File: src/hw/rtl/bsel_pkg.sv
`default_nettype none
// ----------------------------------------------------------------------------
// bsel_pkg - shared types and constants of the backend selector
// Field widths, request, mode and status codes, register indexes, the
// command word between the front and back parts, and the result word.
// ----------------------------------------------------------------------------
package bsel_pkg;

  // Default sizes of the per-backend storage
  localparam int MAX_BACKENDS_DEF = 8;
  localparam int CONN_BITS_DEF    = 16;
  localparam int WEIGHT_BITS_DEF  = 8;

  // Fixed field widths
  localparam int REQ_TYPE_W = 2;
  localparam int BYTE_W     = 8;
  localparam int TARGET_W   = 3;
  localparam int CHOSEN_W   = 3;
  localparam int TOTAL_W    = 32;
  localparam int OPEN_W     = 16;
  localparam int STATUS_W   = 2;
  localparam int HASH_W     = 32;
  localparam int HASH_SHIFT = 5;
  localparam int MODE_W     = 2;
  localparam int COUNT_W    = 4;
  localparam int WEIGHTS_W  = 64;
  localparam int CFG_ADDR_W = 2;
  localparam int CMDQ_DEPTH = 2;

  // Stream widths, padded to whole bytes
  localparam int S_TDATA_W = 16;
  localparam int M_TDATA_W = 56;

  localparam logic [WEIGHTS_W-1:0] WEIGHTS_RESET = 64'h0101_0101_0101_0101;

  // Request kinds
  localparam logic [REQ_TYPE_W-1:0] REQ_SELECT = 2'd0;
  localparam logic [REQ_TYPE_W-1:0] REQ_KEY    = 2'd1;
  localparam logic [REQ_TYPE_W-1:0] REQ_OPEN   = 2'd2;
  localparam logic [REQ_TYPE_W-1:0] REQ_CLOSE  = 2'd3;

  // Selection modes
  localparam logic [MODE_W-1:0] MODE_RR       = 2'd0;
  localparam logic [MODE_W-1:0] MODE_LEAST    = 2'd1;
  localparam logic [MODE_W-1:0] MODE_WEIGHTED = 2'd2;
  localparam logic [MODE_W-1:0] MODE_HASH     = 2'd3;

  // Result status
  localparam logic [STATUS_W-1:0] STAT_SELECTED  = 2'd0;
  localparam logic [STATUS_W-1:0] STAT_UPDATED   = 2'd1;
  localparam logic [STATUS_W-1:0] STAT_NO_BACKEND = 2'd2;
  localparam logic [STATUS_W-1:0] STAT_OUT_RANGE = 2'd3;

  // Configuration register indexes
  localparam logic [CFG_ADDR_W-1:0] REG_MODE    = 2'd0;
  localparam logic [CFG_ADDR_W-1:0] REG_ACTIVE  = 2'd1;
  localparam logic [CFG_ADDR_W-1:0] REG_WEIGHTS = 2'd2;

  // Command word from the front part to the back part
  typedef struct packed {
    logic [REQ_TYPE_W-1:0] req_type;
    logic [HASH_W-1:0]     hash;
    logic [TARGET_W-1:0]   target;
  } cmd_t;

  // Live configuration seen by the back part
  typedef struct packed {
    logic [MODE_W-1:0]    mode;
    logic [COUNT_W-1:0]   count;
    logic [WEIGHTS_W-1:0] weights;
  } cfg_t;

  // One result word
  typedef struct packed {
    logic [STATUS_W-1:0] status;
    logic [OPEN_W-1:0]   open_conn;
    logic [TOTAL_W-1:0]  total;
    logic [CHOSEN_W-1:0] chosen;
  } res_t;

endpackage

`default_nettype wire

File: src/hw/rtl/bsel_front.sv
`default_nettype none
// ----------------------------------------------------------------------------
// bsel_front - input classifier
// Folds client key bytes into the running hash and forwards select and
// connection requests, with a hash snapshot, to the command queue.
// ----------------------------------------------------------------------------
module bsel_front import bsel_pkg::*; (
  input  wire logic                  clk_i,
  input  wire logic                  rst_ni,
  input  wire logic                  valid_i,
  output logic                       ready_o,
  input  wire logic [REQ_TYPE_W-1:0] req_type_i,
  input  wire logic [BYTE_W-1:0]     key_byte_i,
  input  wire logic [TARGET_W-1:0]   target_i,
  input  wire logic                  full_i,
  output logic                       push_o,
  output cmd_t                       cmd_o
);

  logic [HASH_W-1:0] hash_q, hash_d;
  logic              accept;

  assign ready_o = !full_i;
  assign accept  = valid_i && ready_o;
  assign push_o  = accept && (req_type_i != REQ_KEY);

  assign cmd_o.req_type = req_type_i;
  assign cmd_o.hash     = hash_q;
  assign cmd_o.target   = target_i;

  always_comb begin
    hash_d = hash_q;
    if (accept) begin
      if (req_type_i == REQ_KEY) begin
        // hash * 33 + byte, wrapping
        hash_d = (hash_q << HASH_SHIFT) + hash_q + HASH_W'(key_byte_i);
      end else if (req_type_i == REQ_SELECT) begin
        hash_d = '0;
      end
    end
  end

  always_ff @(posedge clk_i or negedge rst_ni) begin
    if (!rst_ni) begin
      hash_q <= '0;
    end else begin
      hash_q <= hash_d;
    end
  end

endmodule

`default_nettype wire

File: src/hw/rtl/bsel_cmd_fifo.sv
`default_nettype none
// ----------------------------------------------------------------------------
// bsel_cmd_fifo - command queue between front and back
// Small flip-flop queue; lets the front keep accepting while the back works.
// ----------------------------------------------------------------------------
module bsel_cmd_fifo import bsel_pkg::*; #(
  parameter int DEPTH = CMDQ_DEPTH
) (
  input  wire logic clk_i,
  input  wire logic rst_ni,
  input  wire logic push_i,
  input  cmd_t      data_i,
  output logic      full_o,
  input  wire logic pop_i,
  output logic      empty_o,
  output cmd_t      data_o
);

  localparam int PW = (DEPTH > 1) ? $clog2(DEPTH) : 1;
  localparam int CW = $clog2(DEPTH + 1);

  cmd_t          mem_q [DEPTH];
  logic [PW-1:0] wr_ptr_q, rd_ptr_q;
  logic [CW-1:0] cnt_q;
  logic          wr_en, rd_en;

  assign full_o  = (cnt_q == CW'(DEPTH));
  assign empty_o = (cnt_q == '0);
  assign wr_en   = push_i && !full_o;
  assign rd_en   = pop_i && !empty_o;
  assign data_o  = mem_q[rd_ptr_q];

  always_ff @(posedge clk_i) begin
    if (wr_en) begin
      mem_q[wr_ptr_q] <= data_i;
    end
  end

  always_ff @(posedge clk_i or negedge rst_ni) begin
    if (!rst_ni) begin
      wr_ptr_q <= '0;
      rd_ptr_q <= '0;
      cnt_q    <= '0;
    end else begin
      if (wr_en) begin
        wr_ptr_q <= (wr_ptr_q == PW'(DEPTH - 1)) ? '0 : wr_ptr_q + 1'b1;
      end
      if (rd_en) begin
        rd_ptr_q <= (rd_ptr_q == PW'(DEPTH - 1)) ? '0 : rd_ptr_q + 1'b1;
      end
      if (wr_en && !rd_en) begin
        cnt_q <= cnt_q + 1'b1;
      end else if (rd_en && !wr_en) begin
        cnt_q <= cnt_q - 1'b1;
      end
    end
  end

endmodule

`default_nettype wire

File: src/hw/rtl/bsel_mod_unit.sv
`default_nettype none
// ----------------------------------------------------------------------------
// bsel_mod_unit - iterative remainder of the key hash by the backend count
// Radix-4 restoring reduction, two dividend bits per cycle.
// ----------------------------------------------------------------------------
module bsel_mod_unit import bsel_pkg::*; (
  input  wire logic               clk_i,
  input  wire logic               rst_ni,
  input  wire logic               start_i,
  input  wire logic [HASH_W-1:0]  dividend_i,
  input  wire logic [COUNT_W-1:0] divisor_i,
  output logic                    done_o,
  output logic [COUNT_W-1:0]      rem_o
);

  localparam int STEPS = HASH_W / 2;
  localparam int SW    = $clog2(STEPS);
  localparam int VW    = COUNT_W + 2;

  logic              busy_q, done_q;
  logic [SW-1:0]     step_q;
  logic [HASH_W-1:0] dvd_q;
  logic [COUNT_W-1:0] rem_q, div_q;
  logic [VW-1:0]     val, c1, c2, c3, val_red;

  assign val = {rem_q, dvd_q[HASH_W-1 -: 2]};
  assign c1  = VW'(div_q);
  assign c2  = c1 << 1;
  assign c3  = c1 + c2;

  // Partial remainder stays below 4x divisor: one of three subtractions
  always_comb begin
    if (val >= c3) begin
      val_red = val - c3;
    end else if (val >= c2) begin
      val_red = val - c2;
    end else if (val >= c1) begin
      val_red = val - c1;
    end else begin
      val_red = val;
    end
  end

  assign done_o = done_q;
  assign rem_o  = rem_q;

  always_ff @(posedge clk_i) begin
    if (start_i) begin
      dvd_q <= dividend_i;
      div_q <= divisor_i;
      rem_q <= '0;
    end else if (busy_q) begin
      dvd_q <= dvd_q << 2;
      rem_q <= COUNT_W'(val_red);
    end
  end

  always_ff @(posedge clk_i or negedge rst_ni) begin
    if (!rst_ni) begin
      busy_q <= 1'b0;
      done_q <= 1'b0;
      step_q <= '0;
    end else begin
      done_q <= 1'b0;
      if (start_i) begin
        busy_q <= 1'b1;
        step_q <= '0;
      end else if (busy_q) begin
        step_q <= step_q + 1'b1;
        if (step_q == SW'(STEPS - 1)) begin
          busy_q <= 1'b0;
          done_q <= 1'b1;
        end
      end
    end
  end

`ifndef SYNTHESIS
  a_rem_below_divisor: assert property (@(posedge clk_i) disable iff (!rst_ni)
    done_q |-> (rem_q < div_q))
    else $error("remainder not reduced below divisor");

  a_start_when_idle: assert property (@(posedge clk_i) disable iff (!rst_ni)
    start_i |-> !busy_q)
    else $error("remainder started while busy");

  a_done_after_busy: assert property (@(posedge clk_i) disable iff (!rst_ni)
    done_q |-> !busy_q)
    else $error("remainder done while still busy");
`endif

endmodule

`default_nettype wire

File: src/hw/rtl/bsel_back.sv
`default_nettype none
// ----------------------------------------------------------------------------
// bsel_back - selection and connection bookkeeping
// Pops commands, picks a backend in the configured mode, keeps per-backend
// open and request counts, and holds the result in an output register.
// ----------------------------------------------------------------------------
module bsel_back import bsel_pkg::*; #(
  parameter int MAX_BACKENDS = MAX_BACKENDS_DEF,
  parameter int CONN_BITS    = CONN_BITS_DEF,
  parameter int WEIGHT_BITS  = WEIGHT_BITS_DEF
) (
  input  wire logic clk_i,
  input  wire logic rst_ni,
  input  cfg_t      cfg_i,
  input  wire logic cfg_clr_i,
  input  wire logic cmd_valid_i,
  input  cmd_t      cmd_i,
  output logic      cmd_pop_o,
  output logic      res_valid_o,
  input  wire logic res_ready_i,
  output res_t      res_o
);

  localparam int BW = $clog2(MAX_BACKENDS);
  localparam int CW = (BW > COUNT_W) ? BW : COUNT_W;
  localparam int P  = 1 << BW;

  localparam logic [1:0] S_IDLE = 2'd0;
  localparam logic [1:0] S_DIV  = 2'd1;
  localparam logic [1:0] S_EXEC = 2'd2;

  logic [1:0]           state_q, state_d;
  cmd_t                 cmd_q;
  logic                 out_valid_q;
  res_t                 res_q, res_d;

  logic [CONN_BITS-1:0] conn_q [MAX_BACKENDS];
  logic [TOTAL_W-1:0]   req_q  [MAX_BACKENDS];
  logic [BW-1:0]        rr_q, wsel_q;
  logic [WEIGHT_BITS-1:0] wpos_q;

  logic                 div_start, div_done;
  logic [COUNT_W-1:0]   div_rem;

  logic [WEIGHT_BITS-1:0] w_arr [MAX_BACKENDS];
  logic [WEIGHT_BITS-1:0] w_cur;

  logic [CONN_BITS-1:0] tv   [1:2*P-1];
  logic [BW-1:0]        ti   [1:2*P-1];
  logic                 tvld [1:2*P-1];

  logic                 is_sel, no_be, oor, exec_fire, w_wrap;
  logic [BW-1:0]        rr_sel, rr_next, wsel_next, sel, idx;
  logic [WEIGHT_BITS-1:0] wpos_next;
  logic [CONN_BITS-1:0] conn_cur, conn_new;
  logic [TOTAL_W-1:0]   req_cur;

  // Per-backend weights: zero counts as one, beyond byte eight weight is one
  for (genvar g = 0; g < MAX_BACKENDS; g++) begin : g_weight
    if (g < 8) begin : g_cfg
      logic [WEIGHT_BITS-1:0] raw;
      assign raw      = cfg_i.weights[8*g +: WEIGHT_BITS];
      assign w_arr[g] = (raw == '0) ? WEIGHT_BITS'(1) : raw;
    end else begin : g_one
      assign w_arr[g] = WEIGHT_BITS'(1);
    end
  end

  assign w_cur = w_arr[wsel_q];

  // Least-connections search: min tree, left child wins ties (lower index)
  always_comb begin
    for (int i = 0; i < P; i++) begin
      if (i < MAX_BACKENDS) begin
        tv[P+i]   = conn_q[i];
        tvld[P+i] = (CW'(i) < CW'(cfg_i.count));
      end else begin
        tv[P+i]   = '0;
        tvld[P+i] = 1'b0;
      end
      ti[P+i] = BW'(i);
    end
    for (int n = P - 1; n >= 1; n--) begin
      if (tvld[2*n] && (!tvld[2*n+1] || tv[2*n] <= tv[2*n+1])) begin
        tv[n] = tv[2*n];
        ti[n] = ti[2*n];
      end else begin
        tv[n] = tv[2*n+1];
        ti[n] = ti[2*n+1];
      end
      tvld[n] = tvld[2*n] || tvld[2*n+1];
    end
  end

  // Round robin: stale pointer falls back to backend 0
  assign rr_sel  = (CW'(rr_q) < CW'(cfg_i.count)) ? rr_q : '0;
  assign rr_next = ((CW'(rr_sel) + CW'(1)) == CW'(cfg_i.count)) ? '0 : rr_sel + 1'b1;

  // Weighted: walk each backend for as many selects as its weight
  assign w_wrap    = (wpos_q == w_cur - 1'b1);
  assign wpos_next = w_wrap ? '0 : wpos_q + 1'b1;
  assign wsel_next = !w_wrap ? wsel_q :
                     (((CW'(wsel_q) + CW'(1)) == CW'(cfg_i.count)) ? '0 : wsel_q + 1'b1);

  always_comb begin
    case (cfg_i.mode)
      MODE_RR:       sel = rr_sel;
      MODE_LEAST:    sel = ti[1];
      MODE_WEIGHTED: sel = wsel_q;
      default:       sel = BW'(div_rem);
    endcase
  end

  assign is_sel   = (cmd_q.req_type == REQ_SELECT);
  assign no_be    = is_sel && (cfg_i.count == '0);
  assign oor      = !is_sel && ({1'b0, cmd_q.target} >= cfg_i.count);
  assign idx      = is_sel ? sel : BW'(cmd_q.target);
  assign conn_cur = conn_q[idx];
  assign req_cur  = req_q[idx];

  always_comb begin
    conn_new = conn_cur;
    if (cmd_q.req_type == REQ_OPEN) begin
      if (conn_cur != '1) begin
        conn_new = conn_cur + 1'b1;
      end
    end else if (conn_cur != '0) begin
      conn_new = conn_cur - 1'b1;
    end
  end

  always_comb begin
    res_d = '0;
    if (no_be) begin
      res_d.status = STAT_NO_BACKEND;
    end else if (is_sel) begin
      res_d.chosen    = CHOSEN_W'(sel);
      res_d.total     = req_cur + 1'b1;
      res_d.open_conn = OPEN_W'(conn_cur);
      res_d.status    = STAT_SELECTED;
    end else if (oor) begin
      res_d.chosen = cmd_q.target;
      res_d.status = STAT_OUT_RANGE;
    end else begin
      res_d.chosen    = cmd_q.target;
      res_d.total     = req_cur;
      res_d.open_conn = OPEN_W'(conn_new);
      res_d.status    = STAT_UPDATED;
    end
  end

  assign exec_fire = (state_q == S_EXEC) && (!out_valid_q || res_ready_i);
  assign cmd_pop_o = (state_q == S_IDLE) && cmd_valid_i;
  assign div_start = cmd_pop_o && (cmd_i.req_type == REQ_SELECT) &&
                     (cfg_i.mode == MODE_HASH) && (cfg_i.count != '0);

  always_comb begin
    state_d = state_q;
    unique case (state_q)
      S_IDLE: begin
        if (cmd_pop_o) begin
          state_d = div_start ? S_DIV : S_EXEC;
        end
      end
      S_DIV: begin
        if (div_done) begin
          state_d = S_EXEC;
        end
      end
      S_EXEC: begin
        if (exec_fire) begin
          state_d = S_IDLE;
        end
      end
      default: state_d = S_IDLE;
    endcase
  end

  bsel_mod_unit u_mod (
    .clk_i      (clk_i),
    .rst_ni     (rst_ni),
    .start_i    (div_start),
    .dividend_i (cmd_i.hash),
    .divisor_i  (cfg_i.count),
    .done_o     (div_done),
    .rem_o      (div_rem)
  );

  always_ff @(posedge clk_i) begin
    if (cmd_pop_o) begin
      cmd_q <= cmd_i;
    end
    if (exec_fire) begin
      res_q <= res_d;
    end
  end

  always_ff @(posedge clk_i or negedge rst_ni) begin
    if (!rst_ni) begin
      state_q     <= S_IDLE;
      out_valid_q <= 1'b0;
      rr_q        <= '0;
      wsel_q      <= '0;
      wpos_q      <= '0;
      for (int i = 0; i < MAX_BACKENDS; i++) begin
        conn_q[i] <= '0;
        req_q[i]  <= '0;
      end
    end else begin
      state_q <= state_d;
      if (exec_fire) begin
        out_valid_q <= 1'b1;
      end else if (res_ready_i) begin
        out_valid_q <= 1'b0;
      end
      if (exec_fire && is_sel && !no_be) begin
        req_q[idx] <= req_cur + 1'b1;
      end
      if (exec_fire && !is_sel && !oor) begin
        conn_q[idx] <= conn_new;
      end
      if (cfg_clr_i) begin
        rr_q   <= '0;
        wsel_q <= '0;
        wpos_q <= '0;
      end else if (exec_fire && is_sel && !no_be) begin
        if (cfg_i.mode == MODE_RR) begin
          rr_q <= rr_next;
        end
        if (cfg_i.mode == MODE_WEIGHTED) begin
          wsel_q <= wsel_next;
          wpos_q <= wpos_next;
        end
      end
    end
  end

  assign res_valid_o = out_valid_q;
  assign res_o       = res_q;

`ifndef SYNTHESIS
  a_pop_leaves_idle: assert property (@(posedge clk_i) disable iff (!rst_ni)
    cmd_pop_o |=> (state_q != S_IDLE))
    else $error("command popped but back part stayed idle");

  a_wpos_in_weight: assert property (@(posedge clk_i) disable iff (!rst_ni)
    wpos_q < w_cur)
    else $error("weighted position beyond current backend weight");

  a_div_only_hash: assert property (@(posedge clk_i) disable iff (!rst_ni)
    (state_q == S_DIV) |-> ((cfg_i.mode == MODE_HASH) && (cfg_i.count != '0)))
    else $error("remainder wait outside key hash mode");
`endif

endmodule

`default_nettype wire

File: src/hw/rtl/backend_selector_unit.sv
`default_nettype none
// ----------------------------------------------------------------------------
// backend_selector_unit - load-balancer backend selection
// Picks one of up to MAX_BACKENDS backends per select word and tracks
// per-backend open connections and request totals.
// ----------------------------------------------------------------------------
// Usage: each input word is a select request, a client key byte, a connection
// open or a connection close (tuser). Key bytes fold into a running hash and
// produce no output word; every other word produces exactly one. The front
// takes a word each cycle while its two-entry command queue has room; the back
// pops a command, then executes it into the output register once that is free
// or being read; in key hash mode a select waits between the two for 16
// remainder steps and the done flag, where a remainder unit reduces the
// 32-bit hash by the backend count two bits per cycle. A combinational min
// tree over the open counts finds least connections, lowest index on ties.
// Weighted mode walks each backend for as many selects as its weight. Any
// write to a listed register clears the rotation and weight positions;
// write configuration only while no word is in flight.
module backend_selector_unit import bsel_pkg::*; #(
  parameter int MAX_BACKENDS = MAX_BACKENDS_DEF,
  parameter int CONN_BITS    = CONN_BITS_DEF,
  parameter int WEIGHT_BITS  = WEIGHT_BITS_DEF
) (
  input  wire logic                  clk_i,
  input  wire logic                  rst_ni,
  // Configuration write port
  input  wire logic                  cfg_we_i,
  input  wire logic [CFG_ADDR_W-1:0] cfg_addr_i,
  input  wire logic [WEIGHTS_W-1:0]  cfg_wdata_i,
  // Input stream
  input  wire logic                  s_axis_tvalid,
  output logic                       s_axis_tready,
  input  wire logic [S_TDATA_W-1:0]  s_axis_tdata,  // key_byte, target_backend
  input  wire logic [REQ_TYPE_W-1:0] s_axis_tuser,  // req_type
  // Result stream
  output logic                       m_axis_tvalid,
  input  wire logic                  m_axis_tready,
  output logic [M_TDATA_W-1:0]       m_axis_tdata,  // chosen_backend, request_total,
                                                    // open_connections
  output logic [STATUS_W-1:0]        m_axis_tuser   // status
);

  // Configuration registers
  logic [MODE_W-1:0]    mode_q;
  logic [COUNT_W-1:0]   active_q;
  logic [WEIGHTS_W-1:0] weights_q;
  logic                 cfg_hit;
  cfg_t                 cfg;

  // Front to queue, queue to back
  logic fifo_push, fifo_full, fifo_pop, fifo_empty;
  cmd_t front_cmd, head_cmd;
  res_t res;

  // Decode the register index; a write outside the list is dropped
  always_comb begin
    unique case (cfg_addr_i) inside
      REG_MODE, REG_ACTIVE, REG_WEIGHTS: cfg_hit = cfg_we_i;
      default:                           cfg_hit = 1'b0;
    endcase
  end

  always_ff @(posedge clk_i or negedge rst_ni) begin
    if (!rst_ni) begin
      mode_q    <= MODE_RR;
      active_q  <= '0;
      weights_q <= WEIGHTS_RESET;
    end else if (cfg_we_i) begin
      if (cfg_addr_i == REG_MODE) begin
        mode_q <= cfg_wdata_i[MODE_W-1:0];
      end
      if (cfg_addr_i == REG_ACTIVE) begin
        active_q <= cfg_wdata_i[COUNT_W-1:0];
      end
      if (cfg_addr_i == REG_WEIGHTS) begin
        weights_q <= cfg_wdata_i;
      end
    end
  end

  // Clamp the backend count to the storage size
  always_comb begin
    cfg.mode    = mode_q;
    cfg.weights = weights_q;
    if ((MAX_BACKENDS < (1 << COUNT_W)) && (active_q > COUNT_W'(MAX_BACKENDS))) begin
      cfg.count = COUNT_W'(MAX_BACKENDS);
    end else begin
      cfg.count = active_q;
    end
  end

  // Front: classify words, fold key bytes into the hash
  bsel_front u_front (
    .clk_i      (clk_i),
    .rst_ni     (rst_ni),
    .valid_i    (s_axis_tvalid),
    .ready_o    (s_axis_tready),
    .req_type_i (s_axis_tuser),
    .key_byte_i (s_axis_tdata[BYTE_W-1:0]),
    .target_i   (s_axis_tdata[BYTE_W +: TARGET_W]),
    .full_i     (fifo_full),
    .push_o     (fifo_push),
    .cmd_o      (front_cmd)
  );

  // Queue: decouple the front from the back
  bsel_cmd_fifo #(
    .DEPTH (CMDQ_DEPTH)
  ) u_fifo (
    .clk_i   (clk_i),
    .rst_ni  (rst_ni),
    .push_i  (fifo_push),
    .data_i  (front_cmd),
    .full_o  (fifo_full),
    .pop_i   (fifo_pop),
    .empty_o (fifo_empty),
    .data_o  (head_cmd)
  );

  // Back: select, count, and hold the result word
  bsel_back #(
    .MAX_BACKENDS (MAX_BACKENDS),
    .CONN_BITS    (CONN_BITS),
    .WEIGHT_BITS  (WEIGHT_BITS)
  ) u_back (
    .clk_i       (clk_i),
    .rst_ni      (rst_ni),
    .cfg_i       (cfg),
    .cfg_clr_i   (cfg_hit),
    .cmd_valid_i (!fifo_empty),
    .cmd_i       (head_cmd),
    .cmd_pop_o   (fifo_pop),
    .res_valid_o (m_axis_tvalid),
    .res_ready_i (m_axis_tready),
    .res_o       (res)
  );

  // Pack the result word, lowest field first, zero pad to whole bytes
  assign m_axis_tdata = M_TDATA_W'({res.open_conn, res.total, res.chosen});
  assign m_axis_tuser = res.status;

endmodule

`default_nettype wire
File: config.mk
export PLATFORM = sky130hd
export DESIGN_NAME = backend_selector_unit
export DESIGN_NICKNAME = d
export VERILOG_FILES = /design/src/hw/rtl/bsel_pkg.sv /design/src/hw/rtl/bsel_front.sv /design/src/hw/rtl/bsel_cmd_fifo.sv /design/src/hw/rtl/bsel_mod_unit.sv /design/src/hw/rtl/bsel_back.sv /design/src/hw/rtl/backend_selector_unit.sv
export SDC_FILE = /design/constraint.sdc
export NUM_CORES = 2
export LEC_CHECK = 0
export BUFFER_PORTS_ARGS = -buffer_cell sky130_fd_sc_hd__buf_2
export CORE_MARGIN = 2
export CORE_UTILIZATION = 25
export DETAILED_ROUTE_END_ITERATION = 12
export PLACE_DENSITY_LB_ADDON = 0.08
export SLEW_MARGIN = 20
export SYNTH_ARGS = -nofsm -noshare
export SYNTH_HDL_FRONTEND = slang
export SYNTH_SLANG_ARGS = --single-unit
File: constraint.sdc
create_clock -name clk_i -period 13.2 [get_ports clk_i]
set_clock_uncertainty 0.2 [all_clocks]
set_input_delay 1.32 -clock clk_i [delete_from_list [all_inputs] [get_ports clk_i]]
set_output_delay 1.32 -clock clk_i [all_outputs]
set_load 0.005 [all_outputs]
==> out/qor.txt <==
gr usage total -> 0.178
Chip Height -> 391 um
most common cell in the netlist -> nand2_1
R2R setup slack -> 1.82 ns
Worst Setup End Kind -> flip-flop
Final setup violation count -> 0
Vias per Instance -> 4.83
crit-path max FO -> 34
reg2reg start -> u_back.conn_q[94]
RSZ-0062 raised after global routing -> no
Post-synth top flop -> dfrtp_1
num rows -> 142
largest area contributor in the netlist -> dfrtp_1
Async S/R FF share, synth -> 0.749
R2R Path End -> u_back.conn_q[96]
most frequent cells after synthesis -> nand2_1, dfrtp_1, o21ai_0, a21oi_1, ha_1
number of hold buffers added after CTS -> 0
clock-pin slew on the worst setup and hold paths -> 0.06 ns
postcts setup bufs -> 0
Worst setup SP type -> flip-flop
share of layout cells above drive strength 1 -> 0.171
setup TNS -> 0 ns
post-DR wirelength/cell -> 22.3 um
Clock Path Buffers -> 3
Hold Violations, Final -> 0
YS warnings -> 0
# clock sinks -> 685
CTS root buffer -> clkbuf_16
outcome -> complete, no violations
Area growth syn-to-layout -> 18.6%
Worst Reg2Reg Path Length in Cells -> 34
initial drt markers -> 1810
Final Cycle Share -> 0.862
largest net degree at the start of global routing -> 90
total grt overflow -> 0
worst hold-check path type -> flip-flop to flip-flop
Vias -> 29456
initial antenna violation count -> 7
hpwl dp -> 94.1 mm
antenna-violating nets left -> 0
drt drc -> 0
min-delay src -> u_back.req_q[14]
Critical Path AT -> 11.70 ns
Worst Hold Path EP -> u_back.req_q[14]
Syn Area/Cell -> 9.72 um^2
CP peak stage delay -> 0.71 ns
First-pass DRT Iterations -> 7
fin util -> 0.298
Slew Limit Fails -> 0
CP dominant cell by count -> buf_4
Post-synth EDFFs -> 168
Port Buf Inserts -> 138
max_slew headroom -> 0.282
Final Wtd Congestion -> 0.853
worst-skew pair later-pin latency -> 0.70 ns
die area -> 0.153 mm^2
Tmin final -> 11.38 ns
chip width -> 391 um
post-synth cell types -> 102
first-pass GRT wire length -> 204 mm
CTS Buf Count -> 87
synth top area cells -> dfrtp_1, edfxtp_1, nand2_1
Crit Path Category -> flip-flop to flip-flop
# IOs -> 149
Synth top area share -> 0.337
Final nets -> 4374
Post-Syn Area -> 0.0374 mm^2
Seq cells post-synth -> 685
Mapped Cells -> 3852
CP required -> 13.52 ns
vias in the first global route -> 29492
post_cts resized -> 0
Max stage delay cell, worst path -> o311ai_4
Routed WL -> 136 mm
Least-Margin Pin Slew -> 1.07 ns
max_cap viols -> 0
register area share after synthesis -> 0.480
Placeable Area -> 0.149 mm^2
TritonCTS clock tree -> built
worst hold slack -> 0.274 ns
FMAX -> 87.9 MHz
Initial Util -> 0.251
H-tree levels -> 3
Hold Path Stages -> 2
[worst max path at each step]
stage	start	end	cells after the start
CTS	u_back.conn_q[110]	u_back.res_o[27]	35
floorplan	u_back.conn_q[97]	u_back.res_o[42]	37
finish	u_back.conn_q[94]	u_back.conn_q[96]	34
global placement	u_back.conn_q[6]	u_back.res_o[29]	35
detailed placement	u_back.conn_q[110]	u_back.res_o[29]	36
global route	u_back.conn_q[94]	u_back.res_o[27]	35
[area by class of cell]
class	count	area, um^2
Clock inverter	38	450
Sequential cell	685	18000
Inverter	113	425
Multi-Input combinational cell	2839	18200
Tap cell	1944	2430
Fill cell	15690	105000
Antenna cell	2	5.00
Clock buffer	123	2450
Timing Repair Buffer	349	2420
[sequential cells by signal (all words and copies together), names as in the netlist, 2 cells and up]
name	cells
u_back.req_q	256
u_back.conn_q	128
u_fifo.mem_q	74
weights_q	64
u_back.res_o	53
u_back.u_mod.dvd_q	32
u_front.hash_q	32
u_back.wpos_q	8
u_back.cmd_q	5
active_q	4
u_back.u_mod.div_q	4
u_back.u_mod.rem_o	4
u_back.u_mod.step_q	4
u_back.rr_q	3
u_back.wsel_q	3
mode_q	2
u_back.state_q	2
u_fifo.cnt_q	2
[layout by cell type (no fill, tap or decap), drive strengths merged, types with 9 or more instances in the layout]
cell | netlist | layout
nand2 | 684 | 684
dfrtp | 505 | 505
o21ai | 503 | 503
buf | 70 | 349
a21oi | 218 | 218
ha | 202 | 202
nor2 | 185 | 185
edfxtp | 168 | 168
clkbuf | 149 | 123
mux2 | 118 | 118
inv | 113 | 116
nand3 | 115 | 115
mux2i | 91 | 91
nor3 | 84 | 84
xnor2 | 52 | 52
xor2 | 45 | 45
o22ai | 39 | 39
nor4 | 34 | 34
and3 | 29 | 29
nand4 | 28 | 28
clkinv | 0 | 26
nand2b | 24 | 24
a21o | 23 | 23
mux4 | 23 | 23
nor2b | 22 | 22
a211oi | 21 | 21
o31ai | 20 | 20
a31oi | 20 | 20
a22oi | 18 | 18
o211ai | 16 | 16
or3 | 14 | 14
or2 | 14 | 14
o21a | 11 | 11
a311oi | 11 | 11
a31o | 10 | 10
a221oi | 9 | 9
a311o | 9 | 9
[per-stage QoR]
step | instance area, um^2 | std cells | setup WS, ns
5_1_grt | 44400 | 6091 | 1.10
3_5_place_dp | 41500 | 5930 | 2.05
6_report | 44400 | 6093 | 1.82
2_1_floorplan | 37500 | 3856 | 3.81
4_1_cts | 44400 | 6091 | 2.01
3_3_place_gp | 41500 | 5930 | 1.78
[critical path, delay by kind of cell, from the launching register on]
| family | cells | cell delay [ns] |
|---|---|---|
| AND/OR/NAND/NOR | 13 | 4.49 |
| AO/OA/AOI/OAI | 12 | 3.63 |
| buffers and inverters | 5 | 1.20 |
| adder cells (fa/ha/maj) | 3 | 1.02 |
| flip-flops | 1 | 0.46 |
| XOR/XNOR | 1 | 0.15 |
[layer usage]
layer / up-vias / wire length, um / global-route usage
met5: - / 41 / 0
met4: 6 / 2520 / 0.0425
met3: 152 / 5620 / 0.0262
met2: 523 / 62200 / 0.284
met1: 14454 / 65200 / 0.253
li1: 14321 / - / -
[cells by family after synthesis]
group / after synthesis / synth area share
xor gates and xnor gates: 97 / 0.0231
DFF: 685 / 0.480
muxes: 232 / 0.0736
buffers and inverters: 332 / 0.0371
AOI/OAI and AO/OA: 1019 / 0.162
adders and majority gates: 210 / 0.0718
and+or+nand+nor: 1276 / 0.153
other: 1 / 0.000100
Power is not shown: default switching activity piles up to over one toggle a cycle in this logic, so the estimate is an artifact.
